## config.mk

```make
export PLATFORM = sky130hd
export DESIGN_NAME = mf3_median
export DESIGN_NICKNAME = d
export VERILOG_FILES = /design/src/design/mf3_pkg.sv /design/src/design/mf3_median.sv
export SDC_FILE = /design/constraint.sdc
export NUM_CORES = 1
export LEC_CHECK = 0
export BUFFER_PORTS_ARGS = -buffer_cell sky130_fd_sc_hd__buf_2
export CORE_MARGIN = 2
export CORE_UTILIZATION = 44
export CTS_BUF_LIST = sky130_fd_sc_hd__clkbuf_4 sky130_fd_sc_hd__clkbuf_8
export DETAILED_ROUTE_END_ITERATION = 6
export GPL_ROUTABILITY_DRIVEN = 1
export PLACE_DENSITY = 0.72
export SETUP_SLACK_MARGIN = 0.05
export SYNTH_ARGS = -nofsm -noshare
export SYNTH_HDL_FRONTEND = slang
export SYNTH_SLANG_ARGS = --single-unit
```

## constraint.sdc

```tcl
create_clock -name clk -period 5.8 [get_ports clk]
set_input_delay 0.29 -clock clk [delete_from_list [all_inputs] [get_ports clk]]
set_output_delay 0.29 -clock clk [all_outputs]
set_load 0.03 [all_outputs]
```

## src/design/mf3_pkg.sv

```systemverilog
// Package for the 3x3 median filter: widths, reset values, register indexes
// and the result-set record that travels from the window pipeline to the output queue.
// No dependencies.
package mf3_pkg;

  localparam int PIX_W   = 8;
  localparam int COORD_W = 10;
  localparam int SIZE_W  = 11;
  localparam int DATA_W  = 32;
  localparam int ADDR_W  = 3;

  localparam int DEF_MAX_WIDTH  = 1024;
  localparam int DEF_MAX_HEIGHT = 1024;
  localparam int MIN_SIZE       = 3;

  localparam logic [SIZE_W-1:0] RESET_WIDTH  = 11'd640;
  localparam logic [SIZE_W-1:0] RESET_HEIGHT = 11'd480;

  // Register index, taken from paddr bit 2.
  localparam logic REG_IDX_WIDTH  = 1'b0;
  localparam logic REG_IDX_HEIGHT = 1'b1;

  // Depth of the result-set queue in front of the output port.
  localparam int QUEUE_DEPTH = 8;

  // Bit positions in the result mask, in emission order.
  localparam int RES_INNER     = 0;
  localparam int RES_ROW_END   = 1;
  localparam int RES_LAST_ROW  = 2;
  localparam int RES_FRAME_END = 3;
  localparam int RES_N         = 4;

  typedef logic [PIX_W-1:0] pix_t;
  typedef logic [COORD_W-1:0] coord_t;

  // All results caused by one input pixel.
  typedef struct packed {
    logic [RES_N-1:0] mask;
    coord_t           row_a;   // r-1
    coord_t           col_a;   // c-1
    coord_t           wm1;     // width-1
    coord_t           hm1;     // height-1
    pix_t             med;     // median, already zero when not interior
  } mf3_set_t;

endpackage

```

## src/design/mf3_median.sv

```systemverilog
// Window and median pipeline: sorts each incoming column, keeps the two previous
// sorted columns and reduces the nine values to their median over two more stages. Uses mf3_pkg.
module mf3_median (
  input  logic          clk,
  input  logic          rst_n,
  input  logic          col_valid,
  input  mf3_pkg::pix_t col_up,
  input  mf3_pkg::pix_t col_lo,
  input  mf3_pkg::pix_t col_cur,
  output mf3_pkg::pix_t med
);
  import mf3_pkg::*;

  typedef struct packed {
    pix_t hi;
    pix_t mid;
    pix_t lo_v;
  } col_t;

  function automatic pix_t max2(pix_t a, pix_t b);
    return (a > b) ? a : b;
  endfunction

  function automatic pix_t min2(pix_t a, pix_t b);
    return (a < b) ? a : b;
  endfunction

  function automatic pix_t med3(pix_t a, pix_t b, pix_t c);
    return max2(min2(a, b), min2(max2(a, b), c));
  endfunction

  function automatic col_t sort3(pix_t a, pix_t b, pix_t c);
    col_t s;
    s.lo_v = min2(min2(a, b), c);
    s.hi   = max2(max2(a, b), c);
    s.mid  = med3(a, b, c);
    return s;
  endfunction

  col_t win_old_r, win_mid_r;   // columns c-2 and c-1
  col_t new_col;
  col_t cols_r [3];
  pix_t lo_max_r, mid_med_r, hi_min_r;

  assign new_col = sort3(col_up, col_lo, col_cur);

  always_ff @(posedge clk) begin
    if (!rst_n) begin
      win_old_r <= '0;
      win_mid_r <= '0;
    end else if (col_valid) begin
      win_old_r <= win_mid_r;
      win_mid_r <= new_col;
    end
  end

  always_ff @(posedge clk) begin
    cols_r[0] <= win_old_r;
    cols_r[1] <= win_mid_r;
    cols_r[2] <= new_col;
  end

  // With every column sorted, the median of nine is the median of the largest
  // low, the middle mid and the smallest high.
  always_ff @(posedge clk) begin
    lo_max_r  <= max2(max2(cols_r[0].lo_v, cols_r[1].lo_v), cols_r[2].lo_v);
    mid_med_r <= med3(cols_r[0].mid, cols_r[1].mid, cols_r[2].mid);
    hi_min_r  <= min2(min2(cols_r[0].hi, cols_r[1].hi), cols_r[2].hi);
  end

  assign med = med3(lo_max_r, mid_med_r, hi_min_r);

endmodule

```

* After elaboration in Yosys (flattened, before gate mapping)
Memory sizes are Yosys's and may differ from the RTL's.
Cells that the tools add are included.
** Operators by class
- Order comparisons :: 18
- Mux-type cells :: 18
** Operator list (count)
- $mux W8 :: 18
- $gt A8 B8 Y1 :: 9
- $lt A8 B8 Y1 :: 9
** Word-level totals
- Register bits :: 72
- Memory bits (writable) :: 72
- Memories kept :: 1
- Output and inout port bits :: 8
- Input port bits :: 27
- Word-level logic and storage cells :: 46
** Memory list
- cols_r :: words 3, width 24, read ports 3, clocked after Yosys merged registers in 0, write ports 3, RTL line mf3_median.sv:42 : col_t cols_r [3];

* Logic depth before layout (Yosys ltp)
- Depth in word-level cells :: 6
- Depth in mapped cells :: 25
- Gate-level depth less buffers :: 23

* Worst setup path before layout
OpenSTA, ideal clock, no wires.
- Kind :: reg-to-output
- Start :: register mid_med_r[1]
- End :: output port med[1]
- Arrival :: 4777 ps
- Path buffers :: 2
- Required time :: 5510 ps
- Setup slack :: 733 ps
- Stages on the path, launching flop included :: 22
- Path through :: dfxtp_1 inv_1 ha_1 nor2b_1 o211ai_1 a211o_1 and2_1 buf_2 mux2_2 ha_1 a21oi_1 o21ai_0 a2111oi_2 a31oi_4 mux2i_1 ha_1 a21oi_1 o22ai_1 o21bai_1 a21oi_1 clkbuf_1 o21ai_0
** On the way
- Longest elaborated chain between the ends :: 6
- Elaborated cells between the ends (all ways) :: 8
- Those cells by class :: 4 x order compare; 4 x mux
** Ends and longest elaborated chain
- start: declaration :: RTL line mf3_median.sv:43 : pix_t lo_max_r, mid_med_r, hi_min_r;
- start signal: assignment :: RTL line mf3_median.sv:67 : mid_med_r <= med3(cols_r[0].mid, cols_r[1].mid, cols_r[2].mid);
- $gt A8 B8 Y1 :: RTL line mf3_median.sv:21 : return (a > b) ? a : b;
- $mux W8 :: RTL line mf3_median.sv:21
- $lt A8 B8 Y1 :: RTL line mf3_median.sv:25 : return (a < b) ? a : b;
- $mux W8 :: RTL line mf3_median.sv:25
- $gt A8 B8 Y1 :: RTL line mf3_median.sv:21
- $mux W8 (*) :: RTL line mf3_median.sv:21
- end: declaration :: RTL line mf3_median.sv:10 : output mf3_pkg::pix_t med
Every way passes the cells marked *; elsewhere a longest branch is shown, timed or not.

* Final worst setup path
- Start :: register mid_med_r[1]
- End :: output port med[2]
Same word-level chain as after synthesis.

==> results_dict.tcl <==
set metrics [dict create \
    routabilityCongestion 0.891 \
    port_buffers 34 \
    yosys-top-cells-count "144 x dfxtp_1, 107 x ha_1, 97 x inv_1" \
    dp_hpwl_um 13800 \
    die_y_um 140 \
    clockBufferDepth 2 \
    die_w_um 140 \
    synth_xor_area_share_pct 0 \
    rsz0062_at_grt "no" \
    ys_seq_area_share_pct 35.6 \
    final_cells 1130 \
    worstPathArrival_ns 5.12 \
    synthAdderAreaFrac_pct 16.6 \
    postRouteAntennaNets 0 \
    grt_max_degree 58 \
    yosysMostFrequentCell "dfxtp_1" \
    grt_usage_pct 18.7 \
    clock-sinks 144 \
    dp.cells 1096 \
    start_kind "register" \
    clkTransAtPathRegs_ns 0.08 \
    syn_inst 851 \
    timing.slew.headroom_pct 43.5 \
    path_max_fanout 8 \
    routed_via_density 5.42 \
    final.setup_skew_ns 0.0159 \
    synth_ff_type "dfxtp_1" \
    yosysTopAreaCell "dfxtp_1" \
    root_buffer "clkbuf_8" \
    nets 1022 \
    insertion_delay_ns 0.46 \
    maxSlewViolCount 0 \
    r2r_cells 23 \
    num_vias 6127 \
    p_leak_nw 4.23 \
    coreArea_mm2 0.0180 \
    synth_mux_area_share_pct 16.9 \
    drt_iter0_markers 334 \
    clkPwrFrac_pct 15.2 \
    async_flop_share_pct 0 \
    synth-compound-area-share_pct 13.5 \
    fillers 1690 \
    start_util_pct 44.9 \
    hold_depth 3 \
    antenna_found_initial 0 \
    overflow 0 \
    power_frac_comb_pct 57.5 \
    synth.area.top_cells "dfxtp_1 36%, ha_1 17%, mux2i_1 8.5%, mux2_2 8.4%, inv_1 4.5%" \
    wl_per_cell_um 15.8 \
    switchingPower_mw 2.14 \
    area_growth_pct 9.90 \
    synth_warnings 0 \
    die_area_mm2 0.0195 \
    swShare_pct 44.9 \
    cts_htree_levels 4 \
    synth_edf_count 0 \
    yosys.area_share.simple_pct 11.6 \
    fin_crit_sh_pct 93.3 \
    irDropWorstVdd_mv 0.995 \
    power_frac_seq_pct 27.4 \
    status "completed" \
    num_rows 49 \
    intPower_mw 2.62 \
    critical_path_required_ns 5.51 \
    synth_top_family_by_area "multiplexers" \
    cts_tree "yes" \
    postSynthAreaPerCell_um2 9.50 \
    fin_crit_ns 5.41 \
    path_class "register to output port" \
    grt_pass1_wl_um 29500 \
    drt_wl_total_um 17800 \
    p_per_area_mw_per_mm2 536 \
    worstMarginPinSlew_ns 0.848 \
    setup_viol 0 \
    drc 0 \
    synth.distinct_cells 57 \
    syn_area_mm2 0.00809 \
    maxCapViolCount 0 \
    netlist.area_leader.share_pct 35.6 \
    numCtsBuffers 17 \
    hold_viol 0 \
    fmax_mhz 185 \
    io_pins 35 \
    fin_setup_tns_ns 0 \
    diodes 0 \
    synth_seq_cells 144 \
    dr.pass1.iters 5 \
    drive_gt1_share_pct 16.9 \
    hp-class "input pin to register" \
    holdBufCountCts 0 \
    syn-num-nets 985 \
    endpoint_kind "output port" \
    grt_pass1_vias 5926 \
]
## cell usage in the layout, fill, tap and decap left out, drive strengths merged, types with 18 or more instances in the layout
master  synthesis  routed
a21oi          45      46
buf            10      39
clkbuf         12      20
dfxtp         144     144
ha            107     107
inv            97     101
mux2           60      60
mux2i          69      69
nand2          36      36
nand3          27      27
nand4          18      18
nor2           59      59
nor2b          32      32
o21ai          37      37
## metal layers
metal | global-route usage (%) | part of all wire, %
met3 | 3.17 | 4.0
met1 | 25.7 | 49
met2 | 29.8 | 45
met4 | 6.37 | 1.7
met5 | 0 | 0
## worst max-delay path, stage by stage, from the launching register on
cell and delay (ns):
dfxtp_1 0.35, inv_1 0.05, ha_1 0.28, nor2b_1 0.14, o211ai_1 0.21, a211o_1 0.20
and2_4 0.20, mux2_2 0.36, ha_1 0.31, a21oi_1 0.15, o21ai_0 0.14, a2111oi_2 0.40
a31oi_4 0.23, mux2i_1 0.25, ha_1 0.28, a21o_1 0.19, a21oi_1 0.36, a21oi_2 0.18
o21ai_0 0.20, buf_4 0.19
## worst paths after layout
path                            slack, ns                  startpoint                    end
worst max-delay path                 0.39        mid_med_r[1]$_DFF_P_                 med[2]
worst min-delay path                 0.15                  col_cur[2]  cols_r[0][66]$_DFF_P_
worst max register to register       0.50       cols_r[0][37]$_DFF_P_   mid_med_r[0]$_DFF_P_
worst min register to register       0.35  win_old_r[18]$_SDFFE_PN0P_  cols_r[0][18]$_DFF_P_
## state kept, by name, indices dropped and copies added (netlist names)
name / cells
mid_med_r: 8
win_mid_r: 24
cols_r: 72
hi_min_r: 8
lo_max_r: 8
win_old_r: 24
## stage by stage
stage	hold WS [ns]	power [mW]	cell area [um^2]	setup WS, ns	util [%]
floorplan	0.330	3.28	8090	0.733	-
global placement	0.334	3.83	8470	0.353	47.0
detailed placement	0.336	3.88	8470	0.274	47.0
CTS	0.117	4.64	8850	0.164	49.1
global route	0.172	5.14	8890	0.0430	49.3
finish	0.147	4.77	8890	0.388	49.3
## cell type report
type / count / area (um^2) / area share, %
Clock buffer: 20 / 269 / 3.03
Clock inverter: 12 / 100 / 1.13
Tap cell: 229 / 287 / 3.22
Timing Repair Buffer: 39 / 218 / 2.45
Inverter: 98 / 368 / 4.14
Multi-Input combinational cell: 588 / 4760 / 53.6
Sequential cell: 144 / 2880 / 32.4
## timing repair
| action | 4_1_cts | 5_1_grt |
|---|---|---|
| endpoints found under the setup margin | 8 | 8 |
| gates resized for setup | 2 | 10 |
| cloned | 0 | 1 |
| pin swaps | 0 | 3 |
| setup buffers | 0 | 1 |
## power groups by stage
| stage | Combinational (mW) | Clock (mW) | Sequential (mW) |
|---|---|---|---|
| floorplan | 2.02 | 0 | 1.27 |
| global placement | 2.51 | 0 | 1.32 |
| detailed placement | 2.55 | 0 | 1.32 |
| CTS | 2.61 | 0.735 | 1.30 |
| global route | 3.04 | 0.777 | 1.33 |
| finish | 2.74 | 0.724 | 1.30 |
## kinds of logic (layout without fill, tap and decap cells)
kind of cell             count (synthesis)  in the layout
buffers and inverters                  120            169
multiplexers                           129            129
AND/OR/NAND/NOR                        191            191
adder cells (fa/ha/maj)                107            107
AO/OA/AOI/OAI                          160            161
flip-flops                             144            144
No activity file was read; power rests on OpenSTA's default activity.
