### src/design/mf3_pkg.sv
// Package for the 3x3 median filter: widths, reset values, register indexes
// and the result-set record that travels from the window pipeline to the output queue.
// No dependencies.
package mf3_pkg;

  localparam int PIX_W   = 8;
  localparam int COORD_W = 10;
  localparam int SIZE_W  = 11;
  localparam int DATA_W  = 32;
  localparam int ADDR_W  = 3;

  localparam int DEF_MAX_WIDTH  = 1024;
  localparam int DEF_MAX_HEIGHT = 1024;
  localparam int MIN_SIZE       = 3;

  localparam logic [SIZE_W-1:0] RESET_WIDTH  = 11'd640;
  localparam logic [SIZE_W-1:0] RESET_HEIGHT = 11'd480;

  // Register index, taken from paddr bit 2.
  localparam logic REG_IDX_WIDTH  = 1'b0;
  localparam logic REG_IDX_HEIGHT = 1'b1;

  // Depth of the result-set queue in front of the output port.
  localparam int QUEUE_DEPTH = 8;

  // Bit positions in the result mask, in emission order.
  localparam int RES_INNER     = 0;
  localparam int RES_ROW_END   = 1;
  localparam int RES_LAST_ROW  = 2;
  localparam int RES_FRAME_END = 3;
  localparam int RES_N         = 4;

  typedef logic [PIX_W-1:0] pix_t;
  typedef logic [COORD_W-1:0] coord_t;

  // All results caused by one input pixel.
  typedef struct packed {
    logic [RES_N-1:0] mask;
    coord_t           row_a;   // r-1
    coord_t           col_a;   // c-1
    coord_t           wm1;     // width-1
    coord_t           hm1;     // height-1
    pix_t             med;     // median, already zero when not interior
  } mf3_set_t;

endpackage

### src/design/mf3_out_queue.sv
// Result-set queue and output serializer: stores result sets and sends their
// results one per cycle while out_stall is low, through a registered output. Uses mf3_pkg.
module mf3_out_queue (
  input  logic                                    clk,
  input  logic                                    rst_n,
  input  logic                                    push,
  input  mf3_pkg::mf3_set_t                       push_set,
  output logic [$clog2(mf3_pkg::QUEUE_DEPTH+1)-1:0] count,
  output logic                                    out_valid,
  input  logic                                    out_stall,
  output mf3_pkg::coord_t                         out_row,
  output mf3_pkg::coord_t                         out_col,
  output mf3_pkg::pix_t                           out_pixel,
  output logic                                    out_frame_last
);
  import mf3_pkg::*;

  localparam int PW  = $clog2(QUEUE_DEPTH);
  localparam int CNW = $clog2(QUEUE_DEPTH + 1);

  mf3_set_t         q_mem [QUEUE_DEPTH];
  logic [PW-1:0]    wr_ptr_r, rd_ptr_r;
  logic [CNW-1:0]   count_r, count_nxt;
  logic [RES_N-1:0] sent_r, pending, pick;
  mf3_set_t         head;
  logic             load, pop, last_of_set;
  logic             out_valid_r, out_last_r;
  coord_t           out_row_r, out_col_r, row_nxt, col_nxt;
  pix_t             out_pix_r, pix_nxt;
  logic             last_nxt;

  assign head        = q_mem[rd_ptr_r];
  assign pending     = head.mask & ~sent_r;
  assign pick        = pending & (~pending + RES_N'(1));
  assign last_of_set = (pending & ~pick) == '0;
  assign load        = (count_r != '0) && (!out_valid_r || !out_stall);
  assign pop         = load && last_of_set;

  always_comb begin
    row_nxt  = head.hm1;
    col_nxt  = head.wm1;
    pix_nxt  = '0;
    last_nxt = 1'b0;
    priority if (pending[RES_INNER]) begin
      row_nxt = head.row_a;
      col_nxt = head.col_a;
      pix_nxt = head.med;
    end else if (pending[RES_ROW_END]) begin
      row_nxt = head.row_a;
      col_nxt = head.wm1;
    end else if (pending[RES_LAST_ROW]) begin
      row_nxt = head.hm1;
      col_nxt = head.col_a;
    end else begin
      last_nxt = 1'b1;
    end
  end

  always_ff @(posedge clk) begin
    if (push) begin
      q_mem[wr_ptr_r] <= push_set;
    end
  end

  always_comb begin
    count_nxt = count_r;
    if (push && !pop) begin
      count_nxt = count_r + CNW'(1);
    end else if (!push && pop) begin
      count_nxt = count_r - CNW'(1);
    end
  end

  always_ff @(posedge clk) begin
    if (!rst_n) begin
      wr_ptr_r    <= '0;
      rd_ptr_r    <= '0;
      count_r     <= '0;
      sent_r      <= '0;
      out_valid_r <= 1'b0;
    end else begin
      count_r <= count_nxt;
      if (push) begin
        wr_ptr_r <= (wr_ptr_r == PW'(QUEUE_DEPTH - 1)) ? '0 : wr_ptr_r + PW'(1);
      end
      if (pop) begin
        rd_ptr_r <= (rd_ptr_r == PW'(QUEUE_DEPTH - 1)) ? '0 : rd_ptr_r + PW'(1);
      end
      if (load) begin
        sent_r      <= last_of_set ? '0 : (sent_r | pick);
        out_valid_r <= 1'b1;
      end else if (!out_stall) begin
        out_valid_r <= 1'b0;
      end
    end
  end

  always_ff @(posedge clk) begin
    if (load) begin
      out_row_r  <= row_nxt;
      out_col_r  <= col_nxt;
      out_pix_r  <= pix_nxt;
      out_last_r <= last_nxt;
    end
  end

  assign count          = count_r;
  assign out_valid      = out_valid_r;
  assign out_row        = out_row_r;
  assign out_col        = out_col_r;
  assign out_pixel      = out_pix_r;
  assign out_frame_last = out_last_r;

endmodule

### config.mk
export PLATFORM = sky130hd
export DESIGN_NAME = mf3_out_queue
export DESIGN_NICKNAME = d
export VERILOG_FILES = /design/src/design/mf3_pkg.sv /design/src/design/mf3_out_queue.sv
export SDC_FILE = /design/constraint.sdc
export NUM_CORES = 1
export LEC_CHECK = 0
export ABC_AREA = 1
export BUFFER_PORTS_ARGS = -buffer_cell sky130_fd_sc_hd__buf_4
export CAP_MARGIN = 5
export CORE_UTILIZATION = 25
export CTS_CLUSTER_DIAMETER = 200
export CTS_CLUSTER_SIZE = 30
export DETAILED_ROUTE_END_ITERATION = 10
export SLEW_MARGIN = 40
export SYNTH_ARGS = -nofsm -noshare
export SYNTH_HDL_FRONTEND = slang
export SYNTH_SLANG_ARGS = --single-unit
### constraint.sdc
create_clock -name clk -period 4.6 [get_ports clk]
set_input_delay 0.92 -clock clk [delete_from_list [all_inputs] [get_ports clk]]
set_output_delay 0.92 -clock clk [all_outputs]
set_load 0.02 [all_outputs]
### After elaboration in Yosys (flattened, before gate mapping)

Memories as Yosys holds them, arrays and structs flattened. A register that Yosys moved wholly into a read port is not among the register bits.
Cells that the tools add are included.

* flip-flop bits (word level): 44
* bits in writable memories: 416
* input port bits: 56
* memories: 1

Memory list
* q_mem: depth 8, width 52, rd ports 1, clocked after Yosys merged registers in 1, wr ports 1, line mf3_out_queue.sv:21 `mf3_set_t q_mem [QUEUE_DEPTH];`

* add/subtract/negate cells: 5
* equal/unequal tests: 3
* mux-type cells: 17
* bitwise gates (word level): 7
* reduce and logical (&&, ||, !) cells: 13

Operators with widths (count)
* two-way mux 10 bit: 5
* bitwise AND 4 bit: 3
* two-way mux 3 bit: 4
* two-way mux 4 bit: 3
* NOT 4 bit: 3
* adder 4 x 1 -> 4 bit (second input constant): 2
* adder 3 x 1 -> 3 bit (second input constant): 2
* == test 3 bit (second input constant): 2
* two-way mux 1 bit: 5
* logical AND 1 bit: 4
* zero test 1 bit: 4
* zero test 4 bit: 1
* bitwise OR 4 bit: 1
* nonzero test 4 bit: 1
* subtractor 4 x 1 -> 4 bit (second input constant): 1
* inequality test 2 x 1 -> 1 bit (second input constant): 1
* nonzero test 2 bit: 1
* OR reduction 2 bit: 1
* logical OR 1 bit: 1

### Depth between registers and ports, before layout

Gate-level depths: netlist (run 1).

* word-level depth: 12
* gate-level depth with buffers: 21
* gate-level depth less buffers: 20

### Worst setup path after synthesis (run 1)

No wires, ideal clock.

* kind: input -> register
* from: input out_stall
* to: register count_r[3], in the netlist count[3]
* arrival time: 3625 ps
* data required time: 4481 ps
* setup slack: 855 ps
* stages on the path: 15
* buffers on the path: 0
* cells stage by stage: nand2_1 -> inv_1 -> a31oi_2 -> nand3_4 -> ha_1 -> inv_1 -> ha_1 -> nand2_1 -> nand2_1 -> a21oi_1 -> nor2_1 -> nor2_1 -> nand2_1 -> o21ai_0 -> a21oi_1

* word-level cells in the longest chain between the ends: 7
* elaborated cells between the ends (all ways): 9
* classes of those cells: mux (1); reduce/logical (8)

Ends and longest elaborated chain
* start: declaration: line mf3_out_queue.sv:10 `input logic out_stall,`
* zero test 1 bit *
* logical OR 1 bit *: line mf3_out_queue.sv:36 `assign load = (count_r != '0) && (!out_valid_r || !out_stall);`
* logical AND 1 bit *: line mf3_out_queue.sv:36
* net load: line mf3_out_queue.sv:26 `logic load, pop, last_of_set;`
* logical AND 1 bit *: line mf3_out_queue.sv:37 `assign pop = load && last_of_set;`
* zero test 1 bit: line mf3_out_queue.sv:67 `if (push && !pop) begin`
* logical AND 1 bit: line mf3_out_queue.sv:67
* two-way mux 4 bit / nonzero test 2 bit (equally long branches)
* end signal: assignment: line mf3_out_queue.sv:82 `count_r <= count_nxt;`
* end: declaration: line mf3_out_queue.sv:23 `logic [CNW-1:0] count_r, count_nxt;`

The timed path passes the listed nets; every way through them passes the cells marked *.
A chain may end at the register's enable or synchronous reset.

==> results of run 1 <==
==> layer usage <==
| metal | global-route usage | part of all wire | up-vias |
|---|---|---|---|
| li1 | - | - | 5131 |
| met1 | 0.1558 | 0.43 | 5526 |
| met2 | 0.1945 | 0.49 | 307 |
| met3 | 0.02185 | 0.064 | 36 |
| met4 | 0.02365 | 0.012 | 10 |
| met5 | 0 | 0.0012 | - |
==> critical path, stage by stage, from the launching register on <==
cell and delay (ps):
dfxtp_4 540, buf_4 600, o21ai_1 150, o22ai_1 170
nor2_1 50, nor2_1 240, nand2_2 150, nand3_4 150
ha_1 200, inv_1 90, ha_1 270, nand2_1 70
nand2_1 50, a21oi_1 150, nor2_1 60, nor2_1 80
nand2_1 80, o21ai_0 160, a21oi_1 50
==> power by group through the flow <==
stage               Combinational (mW)  Sequential, mW  Clock (mW)
detailed placement                3.09            5.30           0
CTS                               3.11            5.20        2.07
finish                            3.08            5.18        2.01
global route                      3.41            5.22        2.19
floorplan                         1.87            5.40           0
global placement                  3.03            5.29           0
==> stage by stage <==
stage,area [um2],power [mW],setup WS [ps],instances
finish,20440,10.28,1166,2415
global route,20440,10.82,802.0,2414
CTS,20430,10.38,1159,2412
detailed placement,19910,8.389,1163,2385
global placement,19890,8.322,1187,2385
floorplan,18180,7.267,855.2,1406
==> flip-flops by register name, summed over array words and instances (netlist names), named ones only <==
| signal | flops |
|---|---|
| count | 4 |
| out_col | 10 |
| out_frame_last | 1 |
| out_pixel | 8 |
| out_row | 10 |
| out_valid | 1 |
| q_mem | 416 |
| rd_ptr_r | 3 |
| sent_r | 4 |
| wr_ptr_r | 3 |
==> final timing paths <==
check | slack (ps) | depth (start not counted) | endpoint | from
worst max register to register | 1170 | 18 | count[3]$_SDFFE_PN0P_ | register
worst min register to register | 490 | 2 | sent_r[0]$_SDFFE_PN0P_ | sent_r[0]$_SDFFE_PN0P_
worst min-delay path | 490 | 2 | sent_r[0]$_SDFFE_PN0P_ | sent_r[0]$_SDFFE_PN0P_
worst max-delay path | 1170 | 18 | count[3]$_SDFFE_PN0P_ | register
==> cells by family (layout without fill, tap and decap cells) <==
| family | Yosys count | after routing | share of synthesized area |
|---|---|---|---|
| flip-flops | 463 | 463 | 0.7549 |
| adder cells (fa/ha/maj) | 8 | 8 | 0.005919 |
| XOR/XNOR | 2 | 2 | 0.0009637 |
| AO/OA/AOI/OAI | 344 | 344 | 0.1029 |
| buffers and inverters | 146 | 202 | 0.03627 |
| AND/OR/NAND/NOR | 443 | 443 | 0.09911 |
| other | 0 | 3 | 0 |
==> cells in the final DEF (no fill, tap or decap), types with 7 or more instances in the layout <==
cell type	netlist	routed
inv_1	60	60
a21oi_1	21	21
nand2_2	7	7
nand3_2	7	7
nor2_4	0	8
nand3_1	20	20
o21ai_1	25	25
buf_4	7	104
nand2_1	182	182
clkbuf_16	0	19
buf_6	7	7
nor2_1	217	209
edfxtp_1	445	445
dfxtp_1	18	15
o22ai_1	97	97
o21ai_0	193	193
clkbuf_1	35	7
ha_1	7	7
==> area by class of cell <==
class / instances / area [um2] / area share
Multi-Input combinational cell: 797 / 3870 / 0.1893
Inverter: 63 / 241.5 / 0.01181
Timing Repair Buffer: 112 / 879.6 / 0.04303
Clock buffer: 26 / 501.7 / 0.02455
Sequential cell: 463 / 13730 / 0.6718
Tap cell: 950 / 1189 / 0.05815
Antenna cell: 3 / 7.507 / 0.0003673
Clock inverter: 1 / 20.02 / 0.0009794
==> impl_metrics.prom, run 1 <==
# TYPE chip_impl_metric gauge
chip_impl_metric{name="tns",unit="ps"} 0
chip_impl_metric{name="die_w",unit="um"} 271.7
chip_impl_metric{name="clockBufferDepth",unit=""} 3
chip_impl_metric{name="largest_net_degree_at_the_start_of_global_routing",unit=""} 81
chip_impl_metric{name="sinks_on_the_clock_net",unit=""} 463
chip_impl_metric{name="final_core_utilization",unit=""} 0.2850
chip_impl_metric{name="share_of_yosys_cell_area_claimed_by_the_top_area_cell_type",unit=""} 0.7350
chip_impl_metric{name="finalWirelength",unit="mm"} 44.29
chip_impl_metric{name="holdBufCountCts",unit=""} 0
chip_impl_metric{name="drt-vias-per-instance",unit=""} 4.559
chip_impl_metric{name="share_of_flip_flops_with_an_asynchronous_set_or_reset_after_synthesis",unit=""} 0
chip_impl_metric{name="synth_edf_count",unit=""} 445
chip_impl_metric{name="hpwlAfterDp",unit="mm"} 24.75
chip_impl_metric{name="fillerInstances",unit=""} 7174
chip_impl_metric{name="post-cts-setup-buffer-count",unit=""} 0
chip_impl_info{name="clock_tree_from_tritoncts",value="built"} 1
chip_impl_metric{name="std_cell_rows",unit=""} 98
chip_impl_metric{name="floorplan.core_area",unit="mm2"} 0.07173
chip_impl_info{name="synth_top_cells_by_count",value="445 x edfxtp_1, 217 x nor2_1, 193 x o21ai_0"} 1
chip_impl_metric{name="postSynthCellCount",unit=""} 1406
chip_impl_metric{name="internal-power",unit="mW"} 6.747
chip_impl_info{name="synth_ff_type",value="edfxtp_1"} 1
chip_impl_metric{name="cts_buffers",unit=""} 19
chip_impl_metric{name="syn_area",unit="mm2"} 0.01818
chip_impl_info{name="yosysMostFrequentCell",value="edfxtp_1"} 1
chip_impl_metric{name="pin_count",unit=""} 90
chip_impl_info{name="status",value="finished clean"} 1
chip_impl_metric{name="share_clk_of_total_power",unit=""} 0.196
chip_impl_metric{name="power_density",unit="mW/mm2"} 502.8
chip_impl_metric{name="timing.final.setup_violations",unit=""} 0
chip_impl_metric{name="routed_length_per_placed_instance",unit="um"} 18.34
chip_impl_metric{name="initialDrtViolationCount",unit=""} 1034
chip_impl_metric{name="p_comb_frac",unit=""} 0.300
chip_impl_metric{name="gp_congestion",unit=""} 0.7656
chip_impl_metric{name="layout_worst_path_cycle_share",unit=""} 0.7466
chip_impl_metric{name="synth.distinct_cells",unit=""} 34
chip_impl_metric{name="arrival",unit="ps"} 3880
chip_impl_info{name="worstSetupStartpointType",value="register"} 1
chip_impl_info{name="critical_path_class",value="register to register"} 1
chip_impl_metric{name="drc_errors_left",unit=""} 0
chip_impl_metric{name="gr-usage-all-layers",unit=""} 0.1161
chip_impl_metric{name="synthesis_stage_register_bit_count",unit=""} 463
chip_impl_metric{name="start_util",unit=""} 0.2534
chip_impl_metric{name="syn-mean-instance-area",unit="um2"} 12.93
chip_impl_metric{name="synth_sequential_area_ratio",unit=""} 0.7549
chip_impl_metric{name="relSlewSlack",unit=""} 0.5151
chip_impl_metric{name="ir_worst_vdd",unit="mV"} 0.3110
chip_impl_metric{name="number_of_global_route_vias_before_repair",unit=""} 10691
chip_impl_metric{name="period_needed",unit="ps"} 3434
chip_impl_metric{name="synth_nets",unit=""} 1470
chip_impl_info{name="crit_path_end_kind",value="register"} 1
chip_impl_metric{name="postCtsResizedCells",unit=""} 0
chip_impl_metric{name="floorplan.die.height",unit="um"} 271.7
chip_impl_info{name="synth_top_cell_by_area",value="edfxtp_1"} 1
chip_impl_metric{name="worst-slew-pin-transition",unit="ps"} 727.3
chip_impl_info{name="hold_path.class",value="register to register"} 1
chip_impl_metric{name="clkTransAtPathRegs",unit="ps"} 120
chip_impl_metric{name="htree_num_levels",unit=""} 1
chip_impl_metric{name="report.final.hold_viol_count",unit=""} 0
chip_impl_metric{name="seq_power_share",unit=""} 0.504
chip_impl_metric{name="worst_clock_skew",unit="ps"} 18.98
chip_impl_info{name="synth.top_cells.by_area",value="edfxtp_1 74%, o21ai_0 5.3%, nor2_1 4.5%"} 1
chip_impl_metric{name="grt_first_pass_wirelength",unit="mm"} 66.25
chip_impl_metric{name="ant_nets",unit=""} 0
chip_impl_metric{name="max-cap-violations",unit=""} 0
chip_impl_metric{name="ys_warn_count",unit=""} 0
chip_impl_metric{name="critical_path.max_fanout",unit=""} 66
chip_impl_metric{name="layout-drive-gt1-share",unit=""} 0.1149
chip_impl_metric{name="insertion_delay_of_the_later_clocked_pin_in_the_worst_skew_pair",unit="ps"} 550
chip_impl_metric{name="io_buffer_count",unit=""} 89
chip_impl_metric{name="globalRoute.totalOverflow",unit=""} 0
chip_impl_info{name="cts.root.buffer_cell",value="clkbuf_16"} 1
chip_impl_metric{name="detail_route.first_pass.iterations",unit=""} 5
chip_impl_metric{name="final_max_slew_viol_count",unit=""} 0
chip_impl_info{name="setup_repair_after_global_routing_missed_its_margin",value="no"} 1
chip_impl_metric{name="die_area",unit="mm2"} 0.07380
chip_impl_metric{name="netSwitchingFraction",unit=""} 0.3435
chip_impl_metric{name="power.leakage",unit="nW"} 6.885
chip_impl_metric{name="smallest_hold_slack",unit="ps"} 487.4
chip_impl_metric{name="grt_antenna_before_repair",unit=""} 8
chip_impl_metric{name="crit_required",unit="ps"} 5050
chip_impl_metric{name="detailroute.via_count",unit=""} 11010
chip_impl_metric{name="fmax",unit="GHz"} 0.2912
chip_impl_metric{name="nets",unit=""} 1520
chip_impl_metric{name="flow.area_growth_from_synthesis",unit="%"} 12.44
chip_impl_metric{name="power_switching",unit="mW"} 3.530
(Power assumes the default switching activity.)
==> run 2, diff against run 1 <==
Settings changed: ABC_AREA 1 to 0.
Clock period 4.6 ns to 3.3 ns, I/O delays scaled along.
==> run 2 against run 1 <==
Net effect: setup slack got worse by 1000 ps; clock skew rose by 23 ps; via count fell by 23%; non-clock buffer count rose by 24; die area fell by 1.9%; final cell count fell by 20%.
==> impl_metrics.prom, run 2 <==
# TYPE chip_impl_metric gauge
chip_impl_metric{name="placedCellCount",unit=""} 1890
chip_impl_metric{name="syn-mean-instance-area",unit="um2"} 20.43
chip_impl_metric{name="detail_route.first_pass.iterations",unit=""} 5
chip_impl_info{name="worstSetupStartpointType",value="register"} 1
chip_impl_info{name="synth_ff_type",value="edfxtp_1"} 1
chip_impl_info{name="synth_top_cell_by_area",value="edfxtp_1"} 1
chip_impl_metric{name="arrival",unit="ps"} 3650
chip_impl_metric{name="worst_clock_skew",unit="ps"} 42.38
chip_impl_metric{name="insertion_delay_of_the_later_clocked_pin_in_the_worst_skew_pair",unit="ps"} 570
chip_impl_metric{name="holdBufCountCts",unit=""} 0
chip_impl_metric{name="num_antenna_cells",unit=""} 0
chip_impl_metric{name="synth_nets",unit=""} 937
chip_impl_info{name="crit_path_end_kind",value="register"} 1
chip_impl_metric{name="fin_cells",unit=""} 1923
chip_impl_metric{name="share_of_flip_flops_with_an_asynchronous_set_or_reset_after_synthesis",unit=""} 0
chip_impl_info{name="mostFrequentLayoutCell",value="edfxtp_1"} 1
chip_impl_info{name="most-common-layout-cells",value="445 x edfxtp_1, 128 x buf_4, 71 x mux4_2"} 1
chip_impl_metric{name="htree_num_levels",unit=""} 1
chip_impl_metric{name="syn_area",unit="mm2"} 0.01784
chip_impl_metric{name="globalRoute.totalOverflow",unit=""} 0
chip_impl_metric{name="start_util",unit=""} 0.2538
chip_impl_metric{name="worst-slew-pin-transition",unit="ps"} 848.1
chip_impl_metric{name="critical_path.max_fanout",unit=""} 6
chip_impl_info{name="synth_top_cells_by_count",value="445 x edfxtp_1, 71 x mux4_2, 56 x mux2i_1"} 1
chip_impl_metric{name="tns",unit="ps"} 0
chip_impl_metric{name="ys_warn_count",unit=""} 0
chip_impl_metric{name="floorplan.die.height",unit="um"} 269.1
chip_impl_metric{name="timing.final.setup_violations",unit=""} 0
chip_impl_metric{name="report.final.hold_viol_count",unit=""} 0
chip_impl_metric{name="smallest_hold_slack",unit="ps"} 316.8
chip_impl_info{name="critical_path_class",value="register to register"} 1
chip_impl_metric{name="pin_count",unit=""} 90
chip_impl_metric{name="fmax",unit="GHz"} 0.3185
chip_impl_metric{name="period_needed",unit="ps"} 3139
chip_impl_metric{name="ir_worst_vdd",unit="mV"} 0.4036
chip_impl_info{name="synth.top_cells.by_area",value="edfxtp_1 75%, mux4_2 9.0%, mux2i_1 3.1%"} 1
chip_impl_metric{name="nets",unit=""} 1040
chip_impl_metric{name="cts_buffers",unit=""} 19
chip_impl_metric{name="drc_errors_left",unit=""} 0
chip_impl_info{name="yosysMostFrequentCell",value="edfxtp_1"} 1
chip_impl_metric{name="sinks_on_the_clock_net",unit=""} 463
chip_impl_metric{name="routed_length_per_placed_instance",unit="um"} 20.69
chip_impl_metric{name="floorplan.core_area",unit="mm2"} 0.07027
chip_impl_metric{name="flow.area_growth_from_synthesis",unit="%"} 15.02
chip_impl_metric{name="power_density",unit="mW/mm2"} 693.5
chip_impl_metric{name="largest_reg_flops",unit=""} 416
chip_impl_metric{name="synth_sequential_area_ratio",unit=""} 0.7694
chip_impl_metric{name="hpwlAfterDp",unit="mm"} 22.57
chip_impl_metric{name="synth.distinct_cells",unit=""} 44
chip_impl_info{name="clock_tree_from_tritoncts",value="built"} 1
chip_impl_metric{name="layout_worst_path_cycle_share",unit=""} 0.9513
chip_impl_info{name="hold_path.class",value="input pin to register"} 1
chip_impl_metric{name="share_of_yosys_cell_area_claimed_by_the_top_area_cell_type",unit=""} 0.7492
chip_impl_metric{name="initialDrtViolationCount",unit=""} 616
chip_impl_metric{name="finalWirelength",unit="mm"} 39.79
chip_impl_metric{name="die_area",unit="mm2"} 0.07242
chip_impl_metric{name="number_of_global_route_vias_before_repair",unit=""} 8979
chip_impl_metric{name="gr-usage-all-layers",unit=""} 0.1068
chip_impl_metric{name="grt_first_pass_wirelength",unit="mm"} 58.67
chip_impl_metric{name="synthesis_stage_register_bit_count",unit=""} 463
chip_impl_metric{name="layout-drive-gt1-share",unit=""} 0.2655
chip_impl_metric{name="drt-vias-per-instance",unit=""} 4.419
chip_impl_metric{name="die_w",unit="um"} 269.1
chip_impl_metric{name="postSynthCellCount",unit=""} 873
chip_impl_metric{name="gp_congestion",unit=""} 0.7082
chip_impl_metric{name="clkTransAtPathRegs",unit="ps"} 120
chip_impl_metric{name="synth_edf_count",unit=""} 445
chip_impl_metric{name="relSlewSlack",unit=""} 0.4346
chip_impl_metric{name="largest_net_degree_at_the_start_of_global_routing",unit=""} 68
chip_impl_metric{name="power.leakage",unit="nW"} 6.259
chip_impl_metric{name="io_buffer_count",unit=""} 89
chip_impl_metric{name="crit_required",unit="ps"} 3810
chip_impl_metric{name="final_max_slew_viol_count",unit=""} 0
chip_impl_info{name="largest-register",value="q_mem"} 1
chip_impl_info{name="status",value="finished clean"} 1
chip_impl_info{name="cts.root.buffer_cell",value="clkbuf_16"} 1
chip_impl_metric{name="std_cell_rows",unit=""} 97
chip_impl_metric{name="clockBufferDepth",unit=""} 3
chip_impl_metric{name="grt_antenna_before_repair",unit=""} 6
chip_impl_metric{name="detailroute.via_count",unit=""} 8497
chip_impl_metric{name="max-cap-violations",unit=""} 0
chip_impl_metric{name="ant_nets",unit=""} 0
## run 2: changes by cell type after synthesis, moves of 71 or more
cell / delta
mux4_2: +71
o22ai_1: -95
nor2_1: -198
nand2_1: -169
o21ai_0: -191
## run 2: report_power, final
group	total (mW)	switching, mW	leakage [nW]	internal [mW]
clock network	2.81	1.71	0.257	1.10
logic	4.25	2.40	1.79	1.85
registers	7.17	0.225	4.21	6.94
## run 2: worst paths after layout
kind | start | endpoint | slack [ps] | depth (start not counted)
worst min register to register | rd_ptr_r[2]$_SDFFE_PN0P_ | register | 520 | 2
worst max register to register | register | count[3]$_SDFFE_PN0P_ | 160 | 13
worst max-delay path | register | count[3]$_SDFFE_PN0P_ | 160 | 13
worst min-delay path | push_set[12] | q_mem[5][12]$_DFFE_PP_ | 320 | 1
## run 2: repair_timing
item,4_1_cts,5_1_grt
endpoints found under the setup margin,2,1
resized for setup,1,22
pin swaps,0,11
setup buffers,0,5
## run 2: critical path, cell delays in order (launching register included)
cell,delay [ps]
dfxtp_4,430
mux4_2,520
a22o_4,310
a2111oi_4,340
or2_1,180
inv_2,70
ha_4,170
inv_4,60
ha_4,190
a21o_1,160
a21oi_2,130
xnor2_1,90
or3_1,350
a21boi_1,120
## run 2: cell families (layout without fill, tap and decap cells)
kind of cell | count (synthesis) | in the layout | synth area share
buffers and inverters | 59 | 169 | 0.01873
AOI/OAI and AO/OA | 99 | 99 | 0.04517
xor gates and xnor gates | 3 | 3 | 0.001473
and+or+nand+nor | 109 | 109 | 0.03416
muxes | 132 | 132 | 0.1251
DFF | 463 | 463 | 0.7694
adders and majority gates | 8 | 8 | 0.006032
## run 2: stage by stage
step	total power [mW]	setup slack (ps)	area, um2	util
after floorplan	10.07	-132.0	17860	-
after global placement	11.38	61.49	19820	0.2820
after detailed placement	11.43	17.82	19820	0.2821
after CTS	14.27	9.320	20360	0.2897
after global routing	14.92	-4.422	20520	0.2920
final	14.23	160.6	20520	0.2920
## run 2: layer usage
metal | GRT usage | wire length (um) | vias up
met1 | 0.1373 | 17160 | 4495
met2 | 0.1846 | 20070 | 155
li1 | - | - | 3786
met4 | 0.02286 | 629 | 12
met5 | 0 | 89 | -
met3 | 0.02217 | 1843 | 49
## run 2: layout make-up
cell class	count	area, um2
multi-input cells	351	3976
repair buffers	136	1080
inverters	5	21.27
well taps	940	1176
flip-flops and latches	463	13730
fillers	6843	49760
clock buffers	26	501.7
clock inverters	2	28.78
